<file path="src/sdpd_pkg.sv">
// Shared types and constants for the SMS-DELIVER PDU decoder.
// No dependencies; used by sms_deliver_pdu_decoder.
package sdpd_pkg;

  typedef enum logic [3:0] {
    PH_IDLE    = 4'd0,
    PH_SCA     = 4'd1,
    PH_PDUTYPE = 4'd2,
    PH_OALEN   = 4'd3,
    PH_OATYPE  = 4'd4,
    PH_DIGITS  = 4'd5,
    PH_PID     = 4'd6,
    PH_DCS     = 4'd7,
    PH_SCTS    = 4'd8,
    PH_UDL     = 4'd9,
    PH_UCS2    = 4'd10,
    PH_GSM7    = 4'd11,
    PH_DONE    = 4'd12
  } phase_t;

  typedef enum logic [1:0] {
    KIND_DIGIT  = 2'd0,
    KIND_SEPTET = 2'd1,
    KIND_UTF8   = 2'd2,
    KIND_EMPTY  = 2'd3
  } kind_t;

  typedef struct packed {
    kind_t      kind;
    logic [7:0] value;
    logic       last;
  } res_t;

  localparam int unsigned MAX_RES = 3;

  localparam logic [7:0]  DCS_UCS2     = 8'h08;
  localparam logic [7:0]  SCTS_LEN     = 8'd7;
  localparam logic [2:0]  SEPT_WRAP    = 3'd7;
  localparam logic [15:0] UTF8_1B_MAX  = 16'h007F;
  localparam logic [15:0] UTF8_2B_MAX  = 16'h07FF;
  localparam logic [7:0]  UTF8_LEAD2   = 8'hC0;
  localparam logic [7:0]  UTF8_LEAD3   = 8'hE0;
  localparam logic [7:0]  UTF8_CONT    = 8'h80;

endpackage

</file>
<file path="src/sms_deliver_pdu_decoder.sv">
// SMS-DELIVER PDU decoder: octet stream in, sender digits / text symbols out.
// Depends on sdpd_pkg (phase and kind codes, result struct).
//
// Usage:
//   Input channel (in_*): one PDU octet per transaction in in_tdata; in_tuser
//   high marks the first octet (service-centre length) of a new PDU and
//   restarts decoding at once, dropping any PDU in progress.
//   Output channel (out_*): one result per transaction. out_tuser gives the
//   kind (sender digit, GSM septet, UTF-8 byte, empty text), out_tdata the
//   value and out_tlast flags the final result of the message text.
// Timing:
//   The decode state is updated in the accepting cycle and the results of
//   that octet land in a three-entry result register; the first one is shown
//   on the next cycle. An octet giving k results (0..3) occupies the result
//   register until all k are handed over, so with a ready receiver the block
//   takes one octet per cycle as long as octets give at most one result, and
//   an octet giving k > 1 results holds input off until one result is left.
//   A new octet is taken while the last pending result is being handed over.
// Reset: the block waits for a start-marked octet, result register empty.
// Stall: with out_tready low the results hold and in_tready drops once a
//   result is waiting.
module sms_deliver_pdu_decoder (
  input  logic       clk,
  input  logic       rst_n,
  input  logic       in_tvalid,
  output logic       in_tready,
  input  logic [7:0] in_tdata,   // [7:0] octet
  input  logic       in_tuser,   // [0] start_req
  output logic       out_tvalid,
  input  logic       out_tready,
  output logic [7:0] out_tdata,  // [7:0] value
  output logic [1:0] out_tuser,  // [1:0] kind
  output logic       out_tlast   // last
);

  // decode state
  sdpd_pkg::phase_t phase_r, phase_nxt;
  logic [7:0] field_rem_r, field_rem_nxt;
  logic [7:0] digits_rem_r, digits_rem_nxt;
  logic       ucs2_r, ucs2_nxt;
  logic [7:0] text_rem_r, text_rem_nxt;
  logic [2:0] sept_ph_r, sept_ph_nxt;
  logic [6:0] carry_r, carry_nxt;
  logic [7:0] high_byte_r, high_byte_nxt;
  logic       high_pend_r, high_pend_nxt;

  // result register
  sdpd_pkg::res_t res_r [sdpd_pkg::MAX_RES];
  sdpd_pkg::res_t res_nxt [sdpd_pkg::MAX_RES];
  logic [1:0] cnt_r, cnt_nxt;

  logic in_acc, out_pop;

  assign out_pop    = out_tvalid && out_tready;
  assign in_tready  = (cnt_r == 2'd0) || ((cnt_r == 2'd1) && out_tready);
  assign in_acc     = in_tvalid && in_tready;
  assign out_tvalid = (cnt_r != 2'd0);
  assign out_tdata  = res_r[0].value;
  assign out_tuser  = res_r[0].kind;
  assign out_tlast  = res_r[0].last;

  always_comb begin
    logic [7:0]  oct;
    logic [2:0]  p;
    logic [2:0]  shr;
    logic [14:0] wide;
    logic [6:0]  sept;
    logic [15:0] code;
    logic        fin;
    logic [1:0]  n;
    sdpd_pkg::phase_t ph;

    oct  = in_tdata;
    n    = 2'd0;
    p    = 3'd0;
    shr  = 3'd0;
    wide = 15'd0;
    sept = 7'd0;
    code = 16'd0;
    fin  = 1'b0;
    for (int i = 0; i < sdpd_pkg::MAX_RES; i++) begin
      res_nxt[i] = '{kind: sdpd_pkg::KIND_DIGIT, value: 8'd0, last: 1'b0};
    end

    if (in_tuser) begin
      ph             = sdpd_pkg::PH_SCA;
      field_rem_nxt  = 8'd0;
      digits_rem_nxt = 8'd0;
      ucs2_nxt       = 1'b0;
      text_rem_nxt   = 8'd0;
      sept_ph_nxt    = 3'd0;
      carry_nxt      = 7'd0;
      high_byte_nxt  = 8'd0;
      high_pend_nxt  = 1'b0;
    end else begin
      ph             = phase_r;
      field_rem_nxt  = field_rem_r;
      digits_rem_nxt = digits_rem_r;
      ucs2_nxt       = ucs2_r;
      text_rem_nxt   = text_rem_r;
      sept_ph_nxt    = sept_ph_r;
      carry_nxt      = carry_r;
      high_byte_nxt  = high_byte_r;
      high_pend_nxt  = high_pend_r;
    end
    phase_nxt = ph;

    unique case (ph)
      sdpd_pkg::PH_SCA: begin
        field_rem_nxt = oct;
        phase_nxt     = sdpd_pkg::PH_PDUTYPE;
      end
      sdpd_pkg::PH_PDUTYPE: begin
        // service-centre address octets, then the PDU type octet
        if (field_rem_nxt != 8'd0) field_rem_nxt = field_rem_nxt - 8'd1;
        else                       phase_nxt     = sdpd_pkg::PH_OALEN;
      end
      sdpd_pkg::PH_OALEN: begin
        digits_rem_nxt = oct;
        phase_nxt      = sdpd_pkg::PH_OATYPE;
      end
      sdpd_pkg::PH_OATYPE: begin
        phase_nxt = (digits_rem_nxt != 8'd0) ? sdpd_pkg::PH_DIGITS : sdpd_pkg::PH_PID;
      end
      sdpd_pkg::PH_DIGITS: begin
        if (digits_rem_nxt != 8'd0) begin
          res_nxt[n]     = '{kind: sdpd_pkg::KIND_DIGIT, value: {4'd0, oct[3:0]}, last: 1'b0};
          n              = n + 2'd1;
          digits_rem_nxt = digits_rem_nxt - 8'd1;
        end
        if (digits_rem_nxt != 8'd0) begin
          res_nxt[n]     = '{kind: sdpd_pkg::KIND_DIGIT, value: {4'd0, oct[7:4]}, last: 1'b0};
          n              = n + 2'd1;
          digits_rem_nxt = digits_rem_nxt - 8'd1;
        end
        if (digits_rem_nxt == 8'd0) phase_nxt = sdpd_pkg::PH_PID;
      end
      sdpd_pkg::PH_PID: begin
        phase_nxt = sdpd_pkg::PH_DCS;
      end
      sdpd_pkg::PH_DCS: begin
        ucs2_nxt      = (oct == sdpd_pkg::DCS_UCS2);
        field_rem_nxt = sdpd_pkg::SCTS_LEN;
        phase_nxt     = sdpd_pkg::PH_SCTS;
      end
      sdpd_pkg::PH_SCTS: begin
        if (field_rem_nxt != 8'd0) field_rem_nxt = field_rem_nxt - 8'd1;
        if (field_rem_nxt == 8'd0) phase_nxt     = sdpd_pkg::PH_UDL;
      end
      sdpd_pkg::PH_UDL: begin
        // UCS-2 length rounded down to whole units
        text_rem_nxt  = ucs2_nxt ? {oct[7:1], 1'b0} : oct;
        sept_ph_nxt   = 3'd0;
        carry_nxt     = 7'd0;
        high_pend_nxt = 1'b0;
        if (text_rem_nxt == 8'd0) begin
          res_nxt[0] = '{kind: sdpd_pkg::KIND_EMPTY, value: 8'd0, last: 1'b1};
          n          = 2'd1;
          phase_nxt  = sdpd_pkg::PH_DONE;
        end else begin
          phase_nxt = ucs2_nxt ? sdpd_pkg::PH_UCS2 : sdpd_pkg::PH_GSM7;
        end
      end
      sdpd_pkg::PH_UCS2: begin
        if (!high_pend_nxt) begin
          high_byte_nxt = oct;
          high_pend_nxt = 1'b1;
        end else begin
          code          = {high_byte_nxt, oct};
          high_pend_nxt = 1'b0;
          text_rem_nxt  = text_rem_nxt - 8'd2;
          fin           = (text_rem_nxt == 8'd0);
          if (code <= sdpd_pkg::UTF8_1B_MAX) begin
            res_nxt[0] = '{kind: sdpd_pkg::KIND_UTF8, value: code[7:0], last: fin};
            n          = 2'd1;
          end else if (code <= sdpd_pkg::UTF8_2B_MAX) begin
            res_nxt[0] = '{kind: sdpd_pkg::KIND_UTF8,
                           value: sdpd_pkg::UTF8_LEAD2 | {3'd0, code[10:6]}, last: 1'b0};
            res_nxt[1] = '{kind: sdpd_pkg::KIND_UTF8,
                           value: sdpd_pkg::UTF8_CONT | {2'd0, code[5:0]}, last: fin};
            n          = 2'd2;
          end else begin
            res_nxt[0] = '{kind: sdpd_pkg::KIND_UTF8,
                           value: sdpd_pkg::UTF8_LEAD3 | {4'd0, code[15:12]}, last: 1'b0};
            res_nxt[1] = '{kind: sdpd_pkg::KIND_UTF8,
                           value: sdpd_pkg::UTF8_CONT | {2'd0, code[11:6]}, last: 1'b0};
            res_nxt[2] = '{kind: sdpd_pkg::KIND_UTF8,
                           value: sdpd_pkg::UTF8_CONT | {2'd0, code[5:0]}, last: fin};
            n          = 2'd3;
          end
          if (fin) phase_nxt = sdpd_pkg::PH_DONE;
        end
      end
      sdpd_pkg::PH_GSM7: begin
        p    = (sept_ph_nxt == sdpd_pkg::SEPT_WRAP) ? 3'd0 : sept_ph_nxt;
        wide = {7'd0, oct} << p;
        sept = wide[6:0] | carry_nxt;
        shr  = sdpd_pkg::SEPT_WRAP - p;
        carry_nxt    = 7'(oct >> shr);
        p            = p + 3'd1;
        text_rem_nxt = text_rem_nxt - 8'd1;
        res_nxt[0]   = '{kind: sdpd_pkg::KIND_SEPTET, value: {1'b0, sept},
                         last: (text_rem_nxt == 8'd0)};
        n            = 2'd1;
        // every seventh octet completes an extra septet from the carry
        if ((text_rem_nxt != 8'd0) && (p == sdpd_pkg::SEPT_WRAP)) begin
          text_rem_nxt = text_rem_nxt - 8'd1;
          res_nxt[1]   = '{kind: sdpd_pkg::KIND_SEPTET, value: {1'b0, carry_nxt},
                           last: (text_rem_nxt == 8'd0)};
          n            = 2'd2;
        end
        if (p == sdpd_pkg::SEPT_WRAP) begin
          p         = 3'd0;
          carry_nxt = 7'd0;
        end
        sept_ph_nxt = p;
        if (text_rem_nxt == 8'd0) phase_nxt = sdpd_pkg::PH_DONE;
      end
      default: begin
        // idle or done: octet ignored
      end
    endcase
    cnt_nxt = n;
  end

  always_ff @(posedge clk) begin
    if (!rst_n) begin
      phase_r      <= sdpd_pkg::PH_IDLE;
      field_rem_r  <= 8'd0;
      digits_rem_r <= 8'd0;
      ucs2_r       <= 1'b0;
      text_rem_r   <= 8'd0;
      sept_ph_r    <= 3'd0;
      carry_r      <= 7'd0;
      high_byte_r  <= 8'd0;
      high_pend_r  <= 1'b0;
      cnt_r        <= 2'd0;
    end else begin
      if (in_acc) begin
        phase_r      <= phase_nxt;
        field_rem_r  <= field_rem_nxt;
        digits_rem_r <= digits_rem_nxt;
        ucs2_r       <= ucs2_nxt;
        text_rem_r   <= text_rem_nxt;
        sept_ph_r    <= sept_ph_nxt;
        carry_r      <= carry_nxt;
        high_byte_r  <= high_byte_nxt;
        high_pend_r  <= high_pend_nxt;
        cnt_r        <= cnt_nxt;
      end else if (out_pop) begin
        cnt_r <= cnt_r - 2'd1;
      end
    end
  end

  // result payload: loaded on an accepted transaction, shifted down on a pop
  always_ff @(posedge clk) begin
    if (in_acc) begin
      for (int i = 0; i < sdpd_pkg::MAX_RES; i++) res_r[i] <= res_nxt[i];
    end else if (out_pop) begin
      for (int i = 0; i < sdpd_pkg::MAX_RES - 1; i++) res_r[i] <= res_r[i+1];
    end
  end

endmodule
</file>
<file path="config.mk">
export PLATFORM = sky130hd
export DESIGN_NAME = sms_deliver_pdu_decoder
export DESIGN_NICKNAME = d
export VERILOG_FILES = /design/src/sdpd_pkg.sv /design/src/sms_deliver_pdu_decoder.sv
export SDC_FILE = /design/constraint.sdc
export NUM_CORES = 1
export LEC_CHECK = 0
export BUFFER_PORTS_ARGS = -buffer_cell sky130_fd_sc_hd__buf_2
export CAP_MARGIN = 5
export CORE_ASPECT_RATIO = 0.8
export CORE_UTILIZATION = 38
export DETAILED_ROUTE_END_ITERATION = 8
export SLEW_MARGIN = 5
export SYNTH_ARGS = -nofsm -noshare
export SYNTH_HDL_FRONTEND = slang
export SYNTH_SLANG_ARGS = --single-unit
</file>
<file path="constraint.sdc">
create_clock -name clk -period 4.4 [get_ports clk]
set_input_delay 0.88 -clock clk [delete_from_list [all_inputs] [get_ports clk]]
set_output_delay 0.88 -clock clk [all_outputs]
set_load 0.01 [all_outputs]
</file>
## After elaboration in Yosys (flattened, before gate mapping)

Memory sizes are Yosys's and may differ from the RTL's.
Index checks and enable logic that the tools add are counted.
W data, S select, Z words.

- $add $sub $neg: 10
- Multiply operators: 0
- Divide/modulo/power cells: 0
- Order comparisons: 4
- Equality and inequality tests: 15
- Shifts and indexed selects: 2
- Muxes and demuxes: 76
- Bitwise operators: 4
- Reductions and logical operators: 20

Operators with widths:

| kind | count |
|---|---|
| $mux W8 | 15 |
| $mux W11 | 6 |
| $mux W33 | 2 |
| $logic_not A8 Y1 | 7 |
| $pmux W11 S4 | 1 |
| $pmux W4 S11 | 1 |
| $sub A8 B1 Y8 const B | 5 |
| $bwmux W33 | 1 |
| $pmux W11 S3 | 1 |
| $pmux W8 S4 | 1 |
| $reduce_bool A8 Y1 | 4 |
| $mux W4 | 7 |
| $pmux W8 S3 | 1 |
| $demux W11 S2 | 1 |
| $mux W22 | 1 |
| $pmux W11 S2 | 1 |
| $mux W18 | 1 |
| $eq A4 B3 Y1 const B | 4 |
| $eq A4 B4 Y1 const B | 4 |
| $le A16 B11 Y1 const B | 1 |
| $le A16 B7 Y1 const B | 1 |
| $mux W2 | 8 |
| $pmux W8 S2 | 1 |
| $mux W1 | 14 |
| other kinds (30) | 42 |

- Bits in registers: 50
- Bits in latches: 0
- Bits in writable memories: 33
- Memory bits (read-only): 0
- Input port bits: 13
- Output and inout port bits: 13
- Word-level logic and storage cells: 142
- Memories: 1

Memory list:

| name | depth | width | read ports | clocked after memory_dff | write ports | line | RTL |
|---|---|---|---|---|---|---|---|
| res_r | 3 | 11 | 3 | 0 | 3 | sms_deliver_pdu_decoder.sv:48 | `sdpd_pkg::res_t res_r [sdpd_pkg::MAX_RES];` |

## Logic depth before layout (Yosys ltp)

Gate-level depths: netlist of the first run.

- Word-level depth: 13
- Gate-level depth with buffers: 18
- Mapped depth without buffers: 14

## Worst setup path before layout of the first run

Ideal clock, no wire load.

- Kind: input-to-reg
- Start point: input in_tuser
- End point: register phase_r[3]
- Setup time: 120 ps
- Arrival: 4173 ps
- Data required time: 4280 ps
- Slack: 108 ps
- Cell stages on the path: 16
- Path buffers: 4
- Cell sequence: inv_1 > clkbuf_1 > buf_1 > buf_1 > nand2_1 > ha_1 > nand2_1 > nand2_2 > o221a_2 > ha_1 > buf_2 > o31a_1 > o32a_1 > o21ai_1 > nor2_1 > o31a_1

- Cells in the longest elaborated chain, start to end: 11
- Elaborated cells between the ends (all ways): 51
- Those cells by class: add/sub (7); eq/ne (13); mux (22); reduce/logical (9)

Ends and longest elaborated chain:

| element | line | RTL |
|---|---|---|
| from (decl) | sms_deliver_pdu_decoder.sv:28 | `input logic in_tuser,` |
| parallel branches: the longest is 10 deep, another holds $sub A8 B1 Y8 | -- |  |
| $pmux W4 S11 (*) | sms_deliver_pdu_decoder.sv:108 | `unique case (ph)` |
| to (signal assigned) | sms_deliver_pdu_decoder.sv:228 | `phase_r <= sdpd_pkg::PH_IDLE;` |
| to (signal assigned) | sms_deliver_pdu_decoder.sv:240 | `phase_r <= phase_nxt;` |
| to (decl) | sms_deliver_pdu_decoder.sv:37 | `sdpd_pkg::phase_t phase_r, phase_nxt;` |

Every way passes the cells marked *. The select of a mux whose other input is x is not followed.
A chain may end at the register's enable or synchronous reset.

==> reports/metrics.yaml, run 1 <==
status: "finished clean"
synthFlopType: "dfxtp_1"
wl_met1_microns: 10600
finalSetupTns_ns: 0
cp_num_buf_inv: 3
first_global_vias: 6123
fin_nets: 878
wl_met2_microns: 8500
drive_above_1_share: 0.108
cts.clk_slew.worst_paths_ns: 0.06
hpwl_microns: 15600
drv_cap: 0
path_class: "in2reg"
tritoncts: "done"
wl_microns: 21800
row_count: 42
cpPeakStageDelay_ns: 0.44
yosysWarnings: 0
cts.sink_count: 79
cpMostUsedCell: "nand2_1"
timing.fmax_mhz: 262
num_vias: 6709
detail-route-antenna-nets: 0
maxSlewHeadroom: 0.429
clockRootBuffer: "clkbuf_16"
cp.arrival_ns: 3.90
port_buffers: 25
worstMarginPinSlew_ns: 0.857
postCtsHoldBufs: 0
finalSetupViolCount: 0
syn_area_sq_um: 6550
period_share: 0.868
max-clock-path-buffers: 2
async_flop_share: 0
synthesis.nets: 889
rsz0062_at_grt: "false"
avgSynthCellArea_sq_um: 7.62
synth_edf_count: 29
mostFrequentLayoutCells: "108 x nand2_1, 71 x a21oi_1, 67 x nor2_1"
die_y_microns: 119
skew_ns: 0.00954
powerDensity_nw_per_um2: 332
grt_max_degree: 53
antenna_cells: 0
core_region_area_sq_um: 16700
crit_chain: "buf_2 > inv_1 > buf_4 > nand2_1 > ha_1 > a211oi_2 > mux2i_1 > o21bai_1 > nor4_4 > nor2_1 > nand2_1 > o22ai_1 > a21oi_1 > o21ai_0"
critical_path_required_ns: 4.48
cts-buffers-inserted: 9
areaGrowthSynthToFinish_pct: 8.77
hold_path_class: "reg2reg"
grt_pass1_wl_microns: 34800
critical_path.slowest_cell: "nor4_4"
grt_overflow: 0
gp_congestion: 0.917
clk_latency_ns: 0.35
antenna_found_initial: 0
track_usage: 0.254
drtIter0Drc: 777
cts_resized: 0
detail_route.first_pass.iterations: 8
wl_per_cell_microns: 20.4
drc: 0
final_core_util: 0.426
worstSetupStartpointType: "primary input"
ir_worst_vdd_uv: 164
final_common_cell: "nand2_1"
yosysSeqAreaShare: 0.286
vias_per_cell: 6.25
ys_types: 87
post-cts-setup-buffers: 0
path_max_fanout: 23
ys_ff_latch: 79
cts_max_level: 3
syn_inst: 859
die_area_sq_um: 17800
fin_crit_ns: 3.82
ios: 26
finalMaxSlewViolations: 0
finalHoldViolations: 0
wl_met3_microns: 2420
p_leak_nw: 2.67
fp.dieW_microns: 149
crit_family: "compound AO/OA/AOI/OAI gates"
start_util: 0.392
routed.top_layer: "met4"
setup.worst_path.end_class: "register"
metal layers:
layer | up-vias | global-route usage
met1 | 3147 | 0.394
met5 | - | 0
met2 | 374 | 0.337
met4 | 0 | 0.0644
li1 | 3157 | -
met3 | 31 | 0.0648
synthesized netlist by cell type, drive strengths merged, types with 19 or more instances:
library cell / n / area share
clkbuf: 44 / 0.025
nand2: 109 / 0.063
nor2b: 38 / 0.036
inv: 19 / 0.011
edfxtp: 29 / 0.13
nor2: 67 / 0.038
dfxtp: 50 / 0.15
o21ai: 78 / 0.060
a22oi: 25 / 0.029
buf: 28 / 0.025
nor3: 22 / 0.017
a21oi: 71 / 0.054
cells by family after synthesis:
| family | share of synthesized area |
|---|---|
| flip-flops | 0.286 |
| AO/OA/AOI/OAI | 0.301 |
| XOR/XNOR | 0.0226 |
| multiplexers | 0.0331 |
| buffers and inverters | 0.0615 |
| AND/OR/NAND/NOR | 0.263 |
| adder cells (fa/ha/maj) | 0.0325 |
layout make-up:
class / count / area (sq um)
flip-flops and latches: 79 / 1870
fillers: 1704 / 9590
inverters: 19 / 71.3
clock buffers: 12 / 289
well taps: 220 / 275
multi-input cells: 689 / 4270
clock inverters: 4 / 28.8
repair buffers: 50 / 313
metrics by stage:
stage	instance area [sq um]	std cells	power (W)	hold slack (ns)	setup slack, ns
CTS	7120	1073	0.00237	0.518	0.654
global placement	6800	1057	0.00156	0.498	0.377
floorplan	6550	859	0.00140	0.459	0.108
detailed placement	6800	1057	0.00156	0.501	0.324
finish	7120	1073	0.00237	0.514	0.582
global route	7120	1073	0.00248	0.535	0.304
worst min-delay path, cell delays in order (launching register included):
cell and delay [ns]:
dfxtp_1 0.33, a21oi_1 0.06, nor2b_1 0.09
where the power goes:
group,total (W),internal [W],switching [W]
sequential,0.000882,0.000834,0.0000482
combinational,0.000682,0.000248,0.000434
clock,0.000802,0.000471,0.000331
path summary, 6_finish.rpt:
path | from | to | slack (ns) | cells past startpoint
worst min-delay path | carry_r[3]$_SDFFE_PN0P_ | carry_r[3]$_SDFFE_PN0P_ | 0.51 | 2
worst max-delay path | in_tuser | res_r[0][14]$_DFFE_PP_ | 0.58 | 14
worst max register to register | text_rem_r[2]$_SDFFE_PN0P_ | res_r[0][14]$_DFFE_PP_ | 0.78 | 12
worst min register to register | carry_r[3]$_SDFFE_PN0P_ | carry_r[3]$_SDFFE_PN0P_ | 0.51 | 2
state kept, by name, indices dropped and copies added, names as in the netlist:
signal / cells
ucs2_r: 1
carry_r: 7
cnt_r: 2
text_rem_r: 8
sept_ph_r: 3
phase_r: 4
res_r: 29
high_pend_r: 1
high_byte_r: 8
digits_rem_r: 8
field_rem_r: 8
Note: power is estimated with default switching activity, not from simulation.
==> run 2, diff against run 1 <==
--- a/config.mk
+++ b/config.mk
@@ -10,6 +10,7 @@
 export CORE_ASPECT_RATIO = 0.8
 export CORE_UTILIZATION = 38
 export DETAILED_ROUTE_END_ITERATION = 8
+export GPL_TIMING_DRIVEN = 1
 export SLEW_MARGIN = 5
 export SYNTH_ARGS = -nofsm -noshare
 export SYNTH_HDL_FRONTEND = slang
==> constraint.sdc (replaced) <==
create_clock -name clk -period 4.4 [get_ports clk]
set_input_delay 0 -clock clk [delete_from_list [all_inputs] [get_ports clk]]
set_output_delay 0 -clock clk [all_outputs]
set_load 0.01 [all_outputs]
==> run 2 against run 1 <==
  * Via count fell by 1.0%
  * Count of clock-buffer cells in the layout fell by 2
  * Combinational power barely moved
  * Critical endpoint is now res_r[0][13]$_DFFE_PP_
==> reports/metrics.yaml, run 2 (synthesized netlist as in run 1, its figures left out) <==
port_buffers: 25  # unchanged
antenna_cells: 0  # unchanged
path_max_fanout: 11  # -52%
hpwl_microns: 14900  # -4.1%
drtIter0Drc: 804  # +3.5%
grt_max_degree: 53  # unchanged
drive_above_1_share: 0.0939  # -0.0139
first_global_vias: 6004  # -1.9%
finalHoldViolations: 0  # unchanged
path_class: "reg2reg"
finalSetupViolCount: 0  # unchanged
areaGrowthSynthToFinish_pct: 7.11
fin_nets: 866  # -1.4%
row_count: 42  # unchanged
cts_resized: 0  # unchanged
final_common_cell: "nand2_1"
cp_num_buf_inv: 3  # unchanged
postCtsHoldBufs: 0  # unchanged
status: "finished clean"
crit_family: "simple AND/OR/NAND/NOR gates"
gp_congestion: 0.942  # +2.7%
place_ws_ns: 0.753  # +0.428 ns
cts_max_level: 3  # unchanged
num_vias: 6641  # -1.0%
regMostFlops: "res_r"
grt_overflow: 0  # unchanged
finalMaxSlewViolations: 0  # unchanged
critical_path.slowest_cell: "dfxtp_1"
detail_route.first_pass.iterations: 6  # -2
period_share: 0.840  # -0.0274
holdWs_ns: 0.0773  # -0.436 ns
wl_per_cell_microns: 20.1  # -1.4%
worstMarginPinSlew_ns: 1.03  # +0.171 ns
post-cts-setup-buffers: 0  # unchanged
skew_ns: 0.00678  # -0.00276 ns
cpPeakStageDelay_ns: 0.56  # +0.12 ns
start_util: 0.392  # unchanged
core_region_area_sq_um: 16700  # unchanged
tritoncts: "done"
crit_chain: "nor2b_1 > inv_1 > ha_1 > a211oi_2 > mux2i_1 > buf_4 > o21bai_1 > nor4_4 > nor2_1 > nand2_1 > inv_1 > a221oi_1 > o21ai_1"
fin_cells: 1061  # -1.1%
track_usage: 0.245  # -0.00915
critical_path_required_ns: 4.49  # about the same
fp.dieW_microns: 149  # unchanged
vias_per_cell: 6.26  # +0.11%
finalSetupTns_ns: 0  # unchanged
die_y_microns: 119  # unchanged
dp_cells: 1045  # -1.1%
detail-route-antenna-nets: 0  # unchanged
clockRootBuffer: "clkbuf_16"
max-clock-path-buffers: 2  # unchanged
worstSetupStartpointType: "register"
hold_path_class: "in2reg"
largest_reg_flops: 29  # unchanged
totalPowerFinal_w: 0.00233  # -1.6%
rsz0062_at_grt: "false"
wl_microns: 21300  # -2.5%
setup.worst_path.end_class: "register"
fin_crit_ns: 3.70  # -0.121 ns
clk_latency_ns: 0.35  # about the same
timing.fmax_mhz: 270  # +3.3%
ios: 26  # unchanged
cts.sink_count: 79  # unchanged
die_area_sq_um: 17800  # unchanged
setup_slack_ns: 0.703  # +0.121 ns
cts.clk_slew.worst_paths_ns: 0.06  # about the same
p_leak_nw: 2.59  # -2.9%
drv_cap: 0  # unchanged
fillerInstances: 1751  # +2.8%
cpMostUsedCell: "inv_1"
mostFrequentLayoutCells: "108 x nand2_1, 71 x a21oi_1, 67 x nor2_1"
maxSlewHeadroom: 0.310  # -0.119
cts-buffers-inserted: 9  # unchanged
cp.arrival_ns: 3.79  # -0.11 ns
grt_pass1_wl_microns: 33800  # -3.0%
antenna_found_initial: 0  # unchanged
drc: 0  # unchanged
powerDensity_nw_per_um2: 332  # about the same
ir_worst_vdd_uv: 211  # +29%
## run 2: cell count changes in the layout (fill, tap and decap cells not counted), moves of 2 or more
cell / before / now
clkinvlp_4: 0 / 2
buf_4: 25 / 13
clkbuf_16: 11 / 9
inv_6: 2 / 0
## run 2: worst reg2reg max path, delay by kind of cell (launching register included)
kind | cells | cell delay, ns
simple gates | 4 | 1.35
compound gates | 4 | 0.88
flops | 1 | 0.56
buf+inv | 3 | 0.31
fa+ha+maj | 1 | 0.24
mux | 1 | 0.10
## run 2: routing by layer
metal	track usage	up-vias	share of wire
li1	-	3132	-
met1	0.375	3096	0.48
met2	0.331	381	0.40
met3	0.0628	32	0.11
met4	0.0619	0	0.015
met5	0	-	0
## run 2: worst paths after layout
kind | startpoint | endpoint | slack, ns | depth (start not counted)
worst min-delay path | in_tuser | text_rem_r[7]$_SDFFE_PN0P_ | 0.08 | 3
worst max-delay path | text_rem_r[2]$_SDFFE_PN0P_ | res_r[0][13]$_DFFE_PP_ | 0.70 | 13
worst min register to register | cnt_r[0]$_SDFFE_PN0P_ | cnt_r[0]$_SDFFE_PN0P_ | 0.51 | 1
worst max register to register | text_rem_r[2]$_SDFFE_PN0P_ | res_r[0][13]$_DFFE_PP_ | 0.70 | 13
## run 2: final cells by class
cell class | count | area (sq um) | share of cell area
flip-flops and latches | 79 | 1870 | 0.267
well taps | 220 | 275 | 0.0393
repair buffers | 38 | 223 | 0.0318
clock buffers | 10 | 229 | 0.0326
inverters | 19 | 71.3 | 0.0102
multi-input cells | 689 | 4270 | 0.609
clock inverters | 6 | 70.1 | 0.00999
## run 2: per-stage QoR
stage / cell area, sq um / util
after floorplan: 6550 / -
after global placement: 6710 / 0.402
after detailed placement: 6710 / 0.402
after CTS: 7010 / 0.420
after global routing: 7010 / 0.420
final: 7010 / 0.420
## run 2: power by group
part | internal (W) | leakage [nW] | switching, W | total (W)
Sequential | 0.000834 | 0.701 | 0.0000449 | 0.000879
Clock | 0.000444 | 0.141 | 0.000327 | 0.000771
Combinational | 0.000244 | 1.75 | 0.000436 | 0.000680
Total | 0.00152 | 2.59 | 0.000807 | 0.00233
